$ cat src/hw/rtl/pdee_pkg.sv
`default_nettype none
package pdee_pkg;

	localparam int QueueDepthDef = 64;
	localparam int MaxOut = 64;
	localparam int NW = $clog2(MaxOut + 1);

	// input operations
	typedef enum logic [2:0] {
		OP_MOTION  = 3'd0,
		OP_BUTTON  = 3'd1,
		OP_INJECT  = 3'd2,
		OP_CALL    = 3'd3,
		OP_DELIVER = 3'd4
	} op_t;

	// result kinds
	localparam logic [1:0] KIND_REPLY    = 2'd0;
	localparam logic [1:0] KIND_CALLBACK = 2'd1;
	localparam logic [1:0] KIND_UNSUP    = 2'd2;

	typedef struct packed {
		logic [2:0]         operation;
		logic [15:0]        func_code;
		logic signed [15:0] pos_x;
		logic signed [15:0] pos_y;
		logic [1:0]         button_index;
		logic               pressed;
		logic [2:0]         button_mask;
		logic [15:0]        arg_bx;
		logic [15:0]        arg_cx;
		logic [15:0]        arg_dx;
		logic [15:0]        arg_es;
	} in_item_t;

	typedef struct packed {
		logic [1:0]  kind;
		logic [15:0] reg_ax;
		logic [15:0] reg_bx;
		logic [15:0] reg_cx;
		logic [15:0] reg_dx;
		logic [15:0] reg_es;
		logic [15:0] reg_si;
		logic [15:0] reg_di;
		logic [15:0] target_seg;
		logic [15:0] target_off;
		logic        last;
	} out_item_t;

	// controller to datapath commands
	typedef enum logic [3:0] {
		CMD_NONE,
		CMD_LATCH,
		CMD_SCALE,
		CMD_STORE,
		CMD_INJ_POS,
		CMD_MOVE,
		CMD_BTN,
		CMD_CALL,
		CMD_DLV_START,
		CMD_DLV_READ,
		CMD_DLV_HOLD,
		CMD_DLV_EMIT,
		CMD_DLV_FLUSH
	} cmd_op_t;

	typedef struct packed {
		cmd_op_t    op;
		logic       axis;
		logic [1:0] btn;
		logic       from_mask;
	} cmd_t;

	typedef struct packed {
		logic div_busy;
		logic ready;
		logic no_handler;
		logic fifo_empty;
		logic n_full;
		logic ev_hit;
		logic pend_v;
		logic out_full;
	} stat_t;

endpackage
`default_nettype wire

$ cat src/hw/rtl/pdee_ctrl.sv
`default_nettype none
module pdee_ctrl (
	input  wire logic            clk,
	input  wire logic            arst_n,
	input  wire logic            in_valid,
	output logic                 in_ready,
	input  wire logic [2:0]      in_op,
	input  wire logic [1:0]      in_btn,
	input  wire pdee_pkg::stat_t stat,
	output pdee_pkg::cmd_t       cmd
);
	import pdee_pkg::*;

	typedef enum logic [3:0] {
		S_IDLE, S_SCALE_X, S_WAIT_X, S_SCALE_Y, S_WAIT_Y, S_MOVE, S_INJ, S_BTN,
		S_CALL, S_D_START, S_D_CHECK, S_D_EVAL, S_D_FLUSH
	} state_t;

	state_t     state_q;
	logic [1:0] btn_q;
	logic       inj_q;

	assign in_ready = (state_q == S_IDLE);

	// decode commands from state and status
	always_comb begin
		cmd.op = CMD_NONE;
		cmd.axis = 1'b0;
		cmd.btn = btn_q;
		cmd.from_mask = inj_q;
		unique case (state_q)
			S_IDLE: if (in_valid) cmd.op = CMD_LATCH;
			S_SCALE_X: cmd.op = CMD_SCALE;
			S_WAIT_X: if (!stat.div_busy) cmd.op = CMD_STORE;
			S_SCALE_Y: begin
				cmd.op = CMD_SCALE;
				cmd.axis = 1'b1;
			end
			S_WAIT_Y: begin
				cmd.axis = 1'b1;
				if (!stat.div_busy) cmd.op = CMD_STORE;
			end
			S_MOVE: cmd.op = CMD_MOVE;
			S_INJ: cmd.op = CMD_INJ_POS;
			S_BTN: cmd.op = CMD_BTN;
			S_CALL: if (!stat.out_full) cmd.op = CMD_CALL;
			S_D_START: cmd.op = CMD_DLV_START;
			S_D_CHECK: if (!(stat.fifo_empty || stat.n_full)) cmd.op = CMD_DLV_READ;
			S_D_EVAL: begin
				if (stat.ev_hit) begin
					if (!stat.pend_v) cmd.op = CMD_DLV_HOLD;
					else if (!stat.out_full) cmd.op = CMD_DLV_EMIT;
				end
			end
			S_D_FLUSH: if (!stat.out_full) cmd.op = CMD_DLV_FLUSH;
			default: cmd.op = CMD_NONE;
		endcase
	end

	// advance the sequence
	always_ff @(posedge clk or negedge arst_n) begin
		if (!arst_n) begin
			state_q <= S_IDLE;
			btn_q <= '0;
			inj_q <= 1'b0;
		end else begin
			unique case (state_q)
				S_IDLE: begin
					if (in_valid) begin
						inj_q <= 1'b0;
						btn_q <= in_btn;
						case (in_op)
							OP_MOTION: state_q <= S_SCALE_X;
							OP_BUTTON: state_q <= S_BTN;
							OP_INJECT: state_q <= S_INJ;
							OP_CALL: state_q <= S_CALL;
							OP_DELIVER: state_q <= S_D_START;
							default: state_q <= S_IDLE;
						endcase
					end
				end
				S_SCALE_X: state_q <= S_WAIT_X;
				S_WAIT_X: if (!stat.div_busy) state_q <= S_SCALE_Y;
				S_SCALE_Y: state_q <= S_WAIT_Y;
				S_WAIT_Y: if (!stat.div_busy) state_q <= S_MOVE;
				S_MOVE: begin
					btn_q <= '0;
					state_q <= inj_q ? S_BTN : S_IDLE;
				end
				S_INJ: begin
					inj_q <= 1'b1;
					state_q <= S_MOVE;
				end
				S_BTN: begin
					if (inj_q && btn_q != 2'd2) btn_q <= btn_q + 2'd1;
					else state_q <= S_IDLE;
				end
				S_CALL: if (!stat.out_full) state_q <= S_IDLE;
				S_D_START: begin
					if (!stat.ready || stat.no_handler) state_q <= S_IDLE;
					else state_q <= S_D_CHECK;
				end
				S_D_CHECK: begin
					if (stat.fifo_empty || stat.n_full)
						state_q <= stat.pend_v ? S_D_FLUSH : S_IDLE;
					else
						state_q <= S_D_EVAL;
				end
				S_D_EVAL: begin
					if (!stat.ev_hit || !stat.pend_v || !stat.out_full) state_q <= S_D_CHECK;
				end
				S_D_FLUSH: if (!stat.out_full) state_q <= S_IDLE;
				default: state_q <= S_IDLE;
			endcase
		end
	end
endmodule
`default_nettype wire

$ cat config.mk
export PLATFORM = sky130hd
export DESIGN_NAME = pdee_ctrl
export DESIGN_NICKNAME = d
export VERILOG_FILES = /design/src/hw/rtl/pdee_pkg.sv /design/src/hw/rtl/pdee_ctrl.sv
export SDC_FILE = /design/constraint.sdc
export NUM_CORES = 1
export LEC_CHECK = 0
export ABC_AREA = 1
export ABC_CLOCK_PERIOD_IN_PS = 1580
export BUFFER_PORTS_ARGS = -buffer_cell sky130_fd_sc_hd__buf_2
export CORE_UTILIZATION = 35
export CTS_CLUSTER_DIAMETER = 80
export CTS_CLUSTER_SIZE = 20
export DETAILED_ROUTE_END_ITERATION = 6
export SYNTH_ARGS = -nofsm -noshare
export SYNTH_HDL_FRONTEND = slang
export SYNTH_SLANG_ARGS = --single-unit
$ cat constraint.sdc
create_clock -name clk -period 1.58 [get_ports clk]
set_clock_uncertainty 0.05 [all_clocks]
set_input_delay 0.158 -clock clk [delete_from_list [all_inputs] [get_ports clk]]
set_output_delay 0.158 -clock clk [all_outputs]
set_load 0.02 [all_outputs]
# After elaboration in Yosys (flattened, before gate mapping)
# Index checks and enable logic that the tools add are counted.
# totals
latchBits	0
input_bits	16
n_memories	0
elab_cells	75
rom_bits	0
ff_bits	7
ram_bits	0
# classes
n_bitwise	0
n_eq_ne	24
div	0
n_shift	0
reduce_logical	20
n_mux	27
magnitude_cmp	0
n_addsub	1
n_mul	0
# ops
operator	count
two-way mux 4 bit	14
case mux 4 bit (12 select lines)	1
case mux 4 bit (11 select lines)	1
== test 4 bit, second input constant	5
case mux 4 bit (5 select lines)	1
== test 4 x 3 -> 1 bit, second input constant	4
!= test 2 bit, second input constant	8
== test 4 x 2 -> 1 bit, second input constant	2
OR reduction 2 bit	4
== test 3 x 2 -> 1 bit, second input constant	2
two-way mux 2 bit	3
two-way mux 3 bit	2
case mux 2 bit (3 select lines)	1
AND reduction 6 bit	1
== test 4 x 1 -> 1 bit, second input constant	1
zero test 1 bit	4
zero test 4 bit	1
logical OR 1 bit	4
== test 3 x 1 -> 1 bit, second input constant	1
== test 3 bit, second input constant	1
zero test 3 bit	1
two-way mux 1 bit	3
AND reduction 3 bit	1
nonzero test 3 bit	1
other kinds (5)	5

# Depth between registers and ports, before layout
# logic_depth
depth_word	5
ltp_mapped	9

# Worst setup path after synthesis
# No wires, ideal clock.
# synth_path
path_kind	reg2reg
start	register state_q[3]
end	register state_q[3]
arrival_ps	1250
period_less_slack_ps	1376
required_ps	1454
path_stages_with_launch	8
setup_slack_ps	204
setup_time_ps	76
n_path_buf	0
path_cell_list	dfrtp_1 nor2_2 nand2_1 inv_1 nand2_1 nor2_1 nor2_1 o21ai_1
# synth_lines
item	line	source
start: declaration	pdee_ctrl.sv:19	state_t state_q;
start signal: assignment	pdee_ctrl.sv:88	state_q <= inj_q ? S_BTN : S_IDLE;
start signal: assignment	pdee_ctrl.sv:105	state_q <= stat.pend_v ? S_D_FLUSH : S_IDLE;
zero test 4 bit *	-	
via in_ready	pdee_ctrl.sv:6	output logic in_ready,
!= test 2 bit (no source line)	-	
AND reduction 6 bit (no source line)	-	
# The timed path passes the listed nets; every way through them passes the cells marked *.
# A chain may end at the register's enable or synchronous reset.

==> impl_metrics.ini <==
[final_layout]
fin_area_um2 = 1190
drive_gt1_frac = 0.393
antenna-diode-count = 0
final_util = 0.582
final_nets = 201
syn_to_final_growth_pct = 51.8

[synthesis]
synth-edff-count = 0
ys_ff_latch = 7
synthTopCellsByCount = nand2_1, nor2_1, inv_1
ys.flop_type = dfrtp_1
synthesis.area_per_instance_um2 = 5.59
synth-compound-area-share = 0.136
synth_area_um2 = 783
synth_cell_type_count = 22
synth_area_leaders = dfrtp_1, nand2_1, nor2_1
synthSimpleGateAreaFrac = 0.505
async_flop_share = 1.00
yosysTopAreaCell = dfrtp_1
seq_area_frac_synth = 0.224
synth_most_common_cell = nand2_1
synth_top_family_by_area = simple AND/OR/NAND/NOR gates
syn-instance-count = 140
syn-num-nets = 157
synth.area.mux_share = 0
synth_adder_area_share = 0.0160
ys.warnings.count = 0
synthXorXnorAreaFrac = 0
synth_top_area_frac = 0.224

[setup_path]
critical_path.cell_chain = buf_4, nor2_4, nand2_2, nor2_2, a21oi_2, nand4_1, buf_4
required_ns = 1.37
crit_path_start_kind = register
cpMostUsedCell = buf_4
crit_slowest_cell = dfrtp_1
crit_type = register to output port
critPathArrivalTime_ns = 1.49
worstSetupEndpointType = output port
max_stage_delay_ns = 0.40
ff2ff_setup_slack_ns = 0.04
path_buf_inv = 2
cpLargestDelayFamily = simple AND/OR/NAND/NOR gates
cp_max_fo = 5

[route]
wirelength_met1_um = 1030
vias = 1082
first_pass_iters = 4
first_iter_violations = 45
drt-total-wl_um = 2630
wl_per_cell_um = 12.5
viasPerCell = 5.15
wl_met2_um = 1330
wl_met3_um = 272
top_layer = met3
drtAntennaViolNets = 0
route.detailed.drc = 0

[sta]
hold_violations = 0
period_minus_slack_ns = 1.70
slew_viol_final = 0
setup_tns_ns = -0.345
rsz0062_at_grt = yes
max_freq_ghz = 0.589
finalCritPeriodShare = 1.08
timing.slew.headroom = 0.808
worst_pin_slew_ns = 0.286
fin_ws_ns = -0.119
setup_viol = 4

[floorplan]
start_util = 0.384
die_h_um = 49.3
core_area_um2 = 2040
rows = 16
ios = 25
die_x_um = 49.3
dieArea_um2 = 2430

[run_status]
status = finished, violations left
violations = setup timing

[hold_path]
hold_class = input port to async pin

[global_route]
antenna_found_initial = 0
grt_usage = 0.231
grt-ovfl-total = 0
grt_pass1_wl_um = 4300
grt_pass1_vias = 1044
grt_max_degree = 8

[power_and_ir_drop]
ir_drop_v = 0.00122
power.leakage_nw = 0.671
power.density_nw_per_um2 = 2090

[clocking]
clkSlewWorstSetupHoldPaths_ns = 0.05
cts_max_level = 1
numCtsBuffers = 3
clkLatencyLatePin_ns = 0.24
cts_sinks = 7
cts_tree = built
root_buffer = clkbuf_4
clockBufferDepth = 2

[placement]
hpwl_um = 1900
gp_congestion = 0.919
placed_area_um2 = 967
io_buffer_count = 24

[flow_run]
drv_cap = 0
## cell families (layout without fill, tap and decap cells)
kind of cell,count (synthesis),count (layout)
and+or+nand+nor,90,90
buffers and inverters,24,67
AOI/OAI and AO/OA,18,18
DFF,7,7
adders and majority gates,1,1
## cell type report
| class | count | area, um^2 |
|---|---|---|
| Sequential cell | 7 | 179 |
| Inverter | 23 | 86.3 |
| Clock buffer | 4 | 26.3 |
| Timing Repair Buffer | 40 | 277 |
| Tap cell | 27 | 33.8 |
| Fill cell | 207 | 853 |
| Multi-Input combinational cell | 109 | 587 |
## repair_timing
item / in CTS / in global routing
setup buffers: 8 / 2
pin swaps: 8 / 6
hold endpoints to repair: 7 / 0
gates resized for setup: 25 / 10
endpoints found under the setup margin: 5 / 9
hold buffers: 1 / 0
## cells in the final DEF, fill, tap and decap left out, types with 2 or more instances in the layout
master and instances:
nand2_1 37, nor2_1 19, inv_1 18, buf_2 18, buf_4 16, nand3_1 12
o21ai_0 10, nand2_2 6, nor2_4 5, inv_2 5, buf_6 5, dfrtp_1 4
nor2_2 3, nand4_1 3, o21ai_1 3, clkbuf_4 3, dfrtp_2 3, nand3_2 2
## per-layer routing
layer,global-route usage,up-vias
met5,0,-
met4,0.0980,0
met3,0.0717,0
met2,0.409,67
met1,0.251,482
li1,-,533
## path summary, 6_finish.rpt
path,from,end,depth (start not counted)
worst max register to register,state_q[1],state_q[1],9
worst min-delay path,arst_n,state_q[1],2
min in group clk,stat[0],state_q[3],3
worst min register to register,btn_q[1],btn_q[1],2
max in group asynchronous,arst_n,state_q[3],2
worst max-delay path,state_q[2],cmd[4],7
## state kept, by name, indices dropped and copies added (netlist names)
register	flops
btn_q	2
state_q	4
inj_q	1
## through the flow
step	power, mW	std cells	hold WS [ns]	setup WS, ns
2_1_floorplan	1.32	140	-0.188	0.204
3_3_place_gp	1.77	195	-0.0590	0.0604
4_1_cts	2.32	208	0.184	-0.0728
6_report	2.48	210	0.223	-0.119
3_5_place_dp	1.78	195	-0.0580	-0.0151
5_1_grt	2.68	210	0.229	-0.207
## worst reg2reg max path: cells and delay by family, from the launching register on
family | cells | cell delay [ns]
and+or+nand+nor | 6 | 0.69
DFF | 1 | 0.46
buffers and inverters | 3 | 0.27
## power breakdown
| group | switching, mW | internal (mW) |
|---|---|---|
| sequential | 0.141 | 0.274 |
| clock | 0.0583 | 0.0959 |
| combinational | 1.09 | 0.819 |
| total | 1.29 | 1.19 |
Note: power is estimated with default switching activity, not from simulation.
